<file path="src/rtl/cma_pkg.sv">
// ----------------------------------------------------------------------------
// cma_pkg
// shared widths, register indexes, reset values and control types for the
// calibrated moving average block
// ----------------------------------------------------------------------------
package cma_pkg;

	localparam int DATA_W    = 32;
	localparam int RAW_W     = 12;
	localparam int WIN_W     = 5;
	localparam int CFG_IDX_W = 2;
	localparam int PROD_W    = DATA_W + RAW_W + 1;
	localparam int CSUM_W    = PROD_W + 1;

	localparam logic [CFG_IDX_W-1:0] REG_GAIN   = 2'd0;
	localparam logic [CFG_IDX_W-1:0] REG_OFFSET = 2'd1;
	localparam logic [CFG_IDX_W-1:0] REG_WINDOW = 2'd2;

	localparam logic signed [DATA_W-1:0] GAIN_RST   = 32'sd65536;
	localparam logic signed [DATA_W-1:0] OFFSET_RST = 32'sd0;
	localparam logic [WIN_W-1:0]         WINDOW_RST = 5'd16;

	localparam logic signed [DATA_W-1:0] CAL_MAX = 32'sh7fff_ffff;
	localparam logic signed [DATA_W-1:0] CAL_MIN = 32'sh8000_0000;

	typedef struct packed {
		logic shift;
		logic incl;
	} cma_ctl_t;

endpackage

</file>
<file path="src/rtl/cma_cell.sv">
// ----------------------------------------------------------------------------
// cma_cell
// one delay line entry plus one adder stage of the window sum token
// ----------------------------------------------------------------------------
module cma_cell #(
	parameter int SUM_W = 36
) (
	input  logic                                   clk,
	input  logic                                   arst_n,
	input  cma_pkg::cma_ctl_t                      ctl,
	input  logic signed [cma_pkg::DATA_W-1:0]      hist_in,
	output logic signed [cma_pkg::DATA_W-1:0]      hist_out,
	input  logic signed [SUM_W-1:0]                acc_in,
	input  logic                                   acc_vld_in,
	output logic signed [SUM_W-1:0]                acc_out,
	output logic                                   acc_vld_out
);

	logic signed [cma_pkg::DATA_W-1:0] hist_q;
	logic signed [SUM_W-1:0]           acc_q;
	logic                              acc_vld_q;
	logic signed [SUM_W-1:0]           hist_ext;

	assign hist_ext = ctl.incl ? SUM_W'(hist_q) : '0;

	always_ff @(posedge clk or negedge arst_n) begin
		if (!arst_n) begin
			hist_q    <= '0;
			acc_vld_q <= 1'b0;
		end else begin
			acc_vld_q <= acc_vld_in;
			if (ctl.shift) begin
				hist_q <= hist_in;
			end
		end
	end

	always_ff @(posedge clk) begin
		acc_q <= acc_in + hist_ext;
	end

	assign hist_out    = hist_q;
	assign acc_out     = acc_q;
	assign acc_vld_out = acc_vld_q;

endmodule

</file>
<file path="src/rtl/cma_div.sv">
// ----------------------------------------------------------------------------
// cma_div
// bit-serial restoring divider, signed sum by window count, truncated
// toward zero
// ----------------------------------------------------------------------------
module cma_div #(
	parameter int SUM_W = 36,
	parameter int NW    = 5
) (
	input  logic                              clk,
	input  logic                              arst_n,
	input  logic                              start,
	input  logic signed [SUM_W-1:0]           dividend,
	input  logic [NW-1:0]                     divisor,
	output logic                              done,
	output logic [cma_pkg::DATA_W-1:0]        quotient
);

	localparam int CNT_W = $clog2(SUM_W + 1);

	logic             busy_q;
	logic             done_q;
	logic [CNT_W-1:0] cnt_q;
	logic [NW-1:0]    rem_q;
	logic [SUM_W-1:0] quo_q;
	logic [NW-1:0]    dvs_q;
	logic             neg_q;

	logic [NW:0]      r2;
	logic             ge;
	logic [NW:0]      nrem;
	logic [SUM_W-1:0] mag;
	logic [SUM_W-1:0] qs;

	assign r2   = {rem_q, quo_q[SUM_W-1]};
	assign ge   = (r2 >= {1'b0, dvs_q});
	assign nrem = ge ? (r2 - {1'b0, dvs_q}) : r2;
	assign mag  = dividend[SUM_W-1] ? (~dividend + 1'b1) : dividend;
	assign qs   = neg_q ? (~quo_q + 1'b1) : quo_q;

	always_ff @(posedge clk or negedge arst_n) begin
		if (!arst_n) begin
			busy_q <= 1'b0;
			done_q <= 1'b0;
			cnt_q  <= '0;
		end else begin
			done_q <= 1'b0;
			if (start) begin
				busy_q <= 1'b1;
				cnt_q  <= '0;
			end else if (busy_q) begin
				cnt_q <= cnt_q + 1'b1;
				if (cnt_q == CNT_W'(SUM_W - 1)) begin
					busy_q <= 1'b0;
					done_q <= 1'b1;
				end
			end
		end
	end

	always_ff @(posedge clk) begin
		if (start) begin
			rem_q <= '0;
			quo_q <= mag;
			dvs_q <= divisor;
			neg_q <= dividend[SUM_W-1];
		end else if (busy_q) begin
			rem_q <= nrem[NW-1:0];
			quo_q <= {quo_q[SUM_W-2:0], ge};
		end
	end

	assign done     = done_q;
	assign quotient = qs[cma_pkg::DATA_W-1:0];

endmodule

</file>
<file path="src/rtl/calibrated_moving_average.sv">
// ----------------------------------------------------------------------------
// calibrated_moving_average
// calibrates raw converter samples (gain * sample + offset, saturated) and
// returns the boxcar mean of the newest window_length calibrated values
//
//   channel  direction  handshake              payload
//   in       sink       in_valid / in_stall    raw_sample
//   out      source     out_valid / out_stall  average
//   cfg      sink       cfg_we                 cfg_index, cfg_data
//
// one item at a time: after input transfer the sum token walks the cell row
// and the bit-serial divider runs until the result sits in the output
// register; the next input is taken once the result is loaded into the
// output register. reset clears the delay line and the state, control and
// configuration registers at once, with no clearing pass. a stalled result
// holds and does not block the next item until that one is ready to be
// loaded.
// ----------------------------------------------------------------------------
module calibrated_moving_average #(
	parameter int MAX_WINDOW = 16
) (
	input  logic                                  clk,
	input  logic                                  arst_n,
	input  logic                                  in_valid,
	output logic                                  in_stall,
	input  logic [cma_pkg::RAW_W-1:0]             raw_sample,
	output logic                                  out_valid,
	input  logic                                  out_stall,
	output logic signed [cma_pkg::DATA_W-1:0]     average,
	input  logic                                  cfg_we,
	input  logic [cma_pkg::CFG_IDX_W-1:0]         cfg_index,
	input  logic [cma_pkg::DATA_W-1:0]            cfg_data
);

	localparam int SUM_W = cma_pkg::DATA_W + $clog2(MAX_WINDOW);
	localparam int NW    = $clog2(MAX_WINDOW + 1);

	localparam logic [2:0] ST_IDLE = 3'd0;
	localparam logic [2:0] ST_CAL  = 3'd1;
	localparam logic [2:0] ST_SUM  = 3'd2;
	localparam logic [2:0] ST_DIV  = 3'd3;
	localparam logic [2:0] ST_OUT  = 3'd4;

	logic [2:0]                            state_q;
	logic signed [cma_pkg::DATA_W-1:0]     gain_q;
	logic signed [cma_pkg::DATA_W-1:0]     offset_q;
	logic [cma_pkg::WIN_W-1:0]             win_q;
	logic signed [cma_pkg::PROD_W-1:0]     prod_s1;
	logic                                  start_q;
	logic                                  out_valid_q;
	logic signed [cma_pkg::DATA_W-1:0]     average_q;

	logic signed [cma_pkg::CSUM_W-1:0]     csum;
	logic signed [cma_pkg::DATA_W-1:0]     cal;
	logic [NW-1:0]                         n;
	logic                                  in_xfer;
	logic                                  out_load;
	logic                                  div_done;
	logic [cma_pkg::DATA_W-1:0]            quotient;

	logic signed [cma_pkg::DATA_W-1:0]     hist  [0:MAX_WINDOW];
	logic signed [SUM_W-1:0]               acc   [0:MAX_WINDOW];
	logic                                  vld   [0:MAX_WINDOW];
	cma_pkg::cma_ctl_t                     ctl   [0:MAX_WINDOW-1];

	assign in_stall = (state_q != ST_IDLE);
	assign in_xfer  = in_valid && !in_stall;
	assign out_load = (state_q == ST_OUT) && (!out_valid_q || !out_stall);

	assign n = (win_q == '0) ? NW'(1) :
		((32'(win_q) > MAX_WINDOW) ? NW'(MAX_WINDOW) : NW'(win_q));

	// calibration, saturated to 32 bits
	assign csum = cma_pkg::CSUM_W'(prod_s1) + cma_pkg::CSUM_W'(offset_q);
	always_comb begin
		if (csum > cma_pkg::CSUM_W'(cma_pkg::CAL_MAX)) begin
			cal = cma_pkg::CAL_MAX;
		end else if (csum < cma_pkg::CSUM_W'(cma_pkg::CAL_MIN)) begin
			cal = cma_pkg::CAL_MIN;
		end else begin
			cal = csum[cma_pkg::DATA_W-1:0];
		end
	end

	assign hist[0] = cal;
	assign acc[0]  = '0;
	assign vld[0]  = start_q;

	for (genvar i = 0; i < MAX_WINDOW; i++) begin : g_cell
		assign ctl[i].shift = (state_q == ST_CAL);
		assign ctl[i].incl  = (NW'(i) < n);
		cma_cell #(
			.SUM_W(SUM_W)
		) u_cell (
			.clk         (clk),
			.arst_n      (arst_n),
			.ctl         (ctl[i]),
			.hist_in     (hist[i]),
			.hist_out    (hist[i+1]),
			.acc_in      (acc[i]),
			.acc_vld_in  (vld[i]),
			.acc_out     (acc[i+1]),
			.acc_vld_out (vld[i+1])
		);
	end

	cma_div #(
		.SUM_W(SUM_W),
		.NW   (NW)
	) u_div (
		.clk      (clk),
		.arst_n   (arst_n),
		.start    ((state_q == ST_SUM) && vld[MAX_WINDOW]),
		.dividend (acc[MAX_WINDOW]),
		.divisor  (n),
		.done     (div_done),
		.quotient (quotient)
	);

	always_ff @(posedge clk or negedge arst_n) begin
		if (!arst_n) begin
			state_q     <= ST_IDLE;
			gain_q      <= cma_pkg::GAIN_RST;
			offset_q    <= cma_pkg::OFFSET_RST;
			win_q       <= cma_pkg::WINDOW_RST;
			start_q     <= 1'b0;
			out_valid_q <= 1'b0;
		end else begin
			start_q <= (state_q == ST_CAL);
			if (cfg_we) begin
				case (cfg_index)
					cma_pkg::REG_GAIN:   gain_q   <= cfg_data;
					cma_pkg::REG_OFFSET: offset_q <= cfg_data;
					cma_pkg::REG_WINDOW: win_q    <= cfg_data[cma_pkg::WIN_W-1:0];
					default: ;
				endcase
			end
			if (out_load) begin
				out_valid_q <= 1'b1;
			end else if (out_valid_q && !out_stall) begin
				out_valid_q <= 1'b0;
			end
			case (state_q)
				ST_IDLE: begin
					if (in_xfer) begin
						state_q <= ST_CAL;
					end
				end
				ST_CAL: begin
					state_q <= ST_SUM;
				end
				ST_SUM: begin
					if (vld[MAX_WINDOW]) begin
						state_q <= ST_DIV;
					end
				end
				ST_DIV: begin
					if (div_done) begin
						state_q <= ST_OUT;
					end
				end
				ST_OUT: begin
					if (out_load) begin
						state_q <= ST_IDLE;
					end
				end
				default: begin
					state_q <= ST_IDLE;
				end
			endcase
		end
	end

	always_ff @(posedge clk) begin
		if (in_xfer) begin
			prod_s1 <= gain_q * $signed({1'b0, raw_sample});
		end
		if (out_load) begin
			average_q <= quotient;
		end
	end

	assign out_valid = out_valid_q;
	assign average   = average_q;

endmodule
</file>
<file path="config.mk">
export PLATFORM = sky130hd
export DESIGN_NAME = calibrated_moving_average
export DESIGN_NICKNAME = d
export VERILOG_FILES = /design/src/rtl/cma_pkg.sv /design/src/rtl/cma_cell.sv /design/src/rtl/cma_div.sv /design/src/rtl/calibrated_moving_average.sv
export SDC_FILE = /design/constraint.sdc
export NUM_CORES = 2
export LEC_CHECK = 0
export BUFFER_PORTS_ARGS = -buffer_cell sky130_fd_sc_hd__buf_2
export CORE_ASPECT_RATIO = 1.4
export CORE_MARGIN = 1
export CORE_UTILIZATION = 45
export DETAILED_ROUTE_END_ITERATION = 10
export SLEW_MARGIN = 15
export SYNTH_ARGS = -nofsm -noshare
export SYNTH_HDL_FRONTEND = slang
export SYNTH_SLANG_ARGS = --single-unit
</file>
<file path="constraint.sdc">
create_clock -name clk -period 12.8 [get_ports clk]
set_clock_uncertainty 0.2 [all_clocks]
set_input_delay 2.56 -clock clk [delete_from_list [all_inputs] [get_ports clk]]
set_output_delay 2.56 -clock clk [all_outputs]
set_load 0.05 [all_outputs]
</file>
==> impl_metrics.ini <==
[pwr]
p_leak_nw = 45.5
post-layout-total-power_mw = 23.2
power.ir.vdd_worst_uv = 264
pwr_dens_mw_per_mm2 = 257

[floorplan]
die-height_um = 509
fp.coreArea_mm2 = 0.182
die_x_um = 364
initial_utilization = 0.454
std_cell_rows = 185
ioPinCount = 85
floorplan.die_area_mm2 = 0.185

[worst_setup_path]
worstPathMaxFanout = 32
cp_num_buf_inv = 5
critPathTopFamily = compound AO/OA/AOI/OAI gates
worst-r2r-setup-slack_ns = 4.69
worst_path_arrival_ns = 9.89
critical_path.endpoint_type = flop
worst_ep_required_time_ns = 13.13
crit_top_cell = fa_1
endpoint = prod_s1[42]
timing.setup.critical_path_class = in -> reg
crit_path_cell_trace = buf_2 -> and2_1 -> fa_1 -> inv_1 -> fa_1 -> inv_1 -> fa_1 -> fa_1 -> inv_1 -> fa_1 -> inv_1 -> ha_1 -> nand2_1 -> a21oi_1 -> o21ai_0 -> o21ai_0 -> a41oi_1 -> o21ai_0 -> a41oi_1 -> a211oi_1 -> o31ai_1 -> o21bai_1 -> a21boi_0 -> xnor2_1
crit_slowest_cell = o21ai_0
max_stage_delay_ns = 0.70
rr_worst_depth = 23
critical_path.startpoint_type = input port
critical_path.reg2reg.startpoint = gain_q[8]
crit_path_start = raw_sample[2]
worst-path-stages = 24
timing.rr.end = prod_s1[42]

[cts]
post_cts.resized_instances = 0
numCtsBuffers = 146
cts_tree = yes
cts.reportedPaths.clkPinSlew_ns = 0.06
insertion_delay_ns = 0.81
postCtsSetupRepairBufs = 0
cts.hold.buffers_added = 0
clock_sink_count = 1306
clock_tree.htree_level_count = 4
clockRootBuffer = clkbuf_16
clk_path_buf_depth = 3

[grt]
grt_first_pass_wirelength_um = 310000
grt_overflow = 0
first_global_vias = 65435
antenna_found_initial = 3
grt_start_max_net_pins = 140
groute.usage.overall = 0.205

[timing]
slew_violations = 0
rsz0062_at_grt = false
post-route-period-util = 0.747
final-hold-violation-count = 0
achievable-frequency_mhz = 105
setup_tns_ns = 0
final.hold.worst_slack_ns = 0.144
final-setup-viol-count = 0
post-route-min-period_ns = 9.57
timing.slew.headroom = 0.226
max_slew.worst_pin.slew_ns = 1.13

[yosys]
synth_enable_flop_cells = 119
ys.warnings.count = 0
synth_top_cell_area_share = 0.184
synth-adder-area-share = 0.188
main_combinational_cell_family_by_area_after_synthesis = simple AND/OR/NAND/NOR gates
synthesis.instances = 9168
async_flop_share = 0.467
yosys.area.top_type = dfrtp_1
netlist_top_cells_area = dfrtp_1 18%, dfxtp_1 14%, ha_1 10%
sequential_cell_area_fraction_in_the_yosys_report = 0.368
synth-compound-area-share = 0.123
post_synth_mux_area_share = 0.0104
synthesized_nets = 10248
synth.cell_area_mm2 = 0.0825
yosysUniqueCellTypes = 84
synth.cells.most_frequent = 1,948 x nand2_1, 674 x ha_1, 646 x inv_1
synth_xor_area_frac = 0.0654
yosysMostFrequentCell = nand2_1
postSynthAreaPerCell_um2 = 9.00
synth.ff_latch_count = 1306
synthSimpleGateAreaFrac = 0.200
ys_dominant_reg_cell = dfrtp_1

[routing]
route.antenna.remaining_nets = 0
drt_wl_total_um = 187000
route.detailed.wl_per_inst_um = 16.0
detail_route.drc_violations = 0
drt_pre_antenna_iters = 5
detailroute.via_count = 60604
via_per_inst = 5.19
dr.first_iter.drc_count = 2026

[place]
hpwlAfterDp_um = 142000
port-buffer-count = 84
placed_cell_area_mm2 = 0.0853
finalWeightedCongestion = 0.878

[status]
status = completed

[final_layout]
synthToLayoutAreaGrowth_pct = 9.30
final_core_utilization = 0.496
fin_nets = 10211
drive_gt1_frac = 0.0526
final_area_mm2 = 0.0902

[hold_path]
worst_min_delay_path_class = reg -> reg

[flow_run]
cap_violations = 0
final cells by class:
type                            count  area, µm²
Fill cell                       17120      91500
Multi-Input combinational cell   6898      48600
Sequential cell                  1306      30400
Clock buffer                      226       4320
Tap cell                         2431       3040
Inverter                          647       2440
Timing Repair Buffer              132        828
Clock inverter                     47        576
Antenna cell                        1       2.50
metal layers:
layer	wire, µm	track usage	vias up	part of all wire
li1	-	-	30300	-
met1	66800	0.189	29113	0.36
met2	108000	0.433	755	0.58
met3	4200	0.0236	436	0.022
met4	8100	0.0955	0	0.043
met5	0	0	-	0
state kept, by name (all words and copies together), names as in the netlist, 6 cells and up:
signal,count
prod_s1,45
gain_q,32
u_div.cnt_q,6
offset_q,32
u_div.quo_q,36
g_cell.u_cell.hist_out,512
g_cell.u_cell.acc_out,572
average,32
g_cell.u_cell.acc_vld_out,16
power breakdown:
| group | internal, mW | switching, mW |
|---|---|---|
| Sequential | 5.89 | 0.635 |
| Clock | 2.47 | 1.76 |
| Combinational | 5.46 | 6.96 |
| Total | 13.8 | 9.35 |
metrics by stage:
stage / worst slack (ns) / cells
after floorplan: 4.17 / 9168
after global placement: 2.39 / 11414
after detailed placement: 2.32 / 11414
after CTS: 3.16 / 11687
after global routing: 2.84 / 11688
final: 3.23 / 11688
layout by cell type, fill, tap and decap left out, types with 48 or more instances in the layout:
cell	netlist	layout
buf_2	0	83
inv_1	646	646
and3_1	52	52
o21ai_0	219	219
nand2b_1	76	76
clkbuf_16	0	150
mux2_2	70	70
edfxtp_1	119	119
nand2_1	1948	1947
o21bai_1	96	96
nor2_1	400	396
dfrtp_1	608	608
fa_1	355	355
nor3_1	100	100
ha_1	674	674
a21o_1	300	300
or3_1	48	48
dfxtp_1	577	577
a21oi_1	548	543
nor2b_1	443	443
xnor2_1	441	441
xor2_1	175	175
nand3_1	102	102
o21a_1	74	74
and2_1	302	302
how the worst min path moves through the flow:
stage                               endpoint  slack, ns  cells past startpoint                           from
5_1_grt        g_cell[15].u_cell.acc_vld_out       0.15                      0  g_cell[14].u_cell.acc_vld_out
3_5_place_dp    g_cell[0].u_cell.acc_vld_out       0.13                      0                        start_q
4_1_cts         g_cell[8].u_cell.acc_vld_out       0.15                      0   g_cell[7].u_cell.acc_vld_out
2_1_floorplan   g_cell[0].u_cell.acc_vld_out       0.13                      0                        start_q
3_3_place_gp    g_cell[6].u_cell.acc_vld_out       0.13                      0   g_cell[5].u_cell.acc_vld_out
6_report       g_cell[15].u_cell.acc_vld_out       0.14                      0  g_cell[14].u_cell.acc_vld_out
cells by family after synthesis:
| kind of cell | Yosys count |
|---|---|
| fa+ha+maj | 1029 |
| mux | 77 |
| compound gates | 1579 |
| flops | 1306 |
| xor+xnor | 616 |
| buf+inv | 964 |
| simple gates | 3597 |
(Power assumes the default switching activity.)
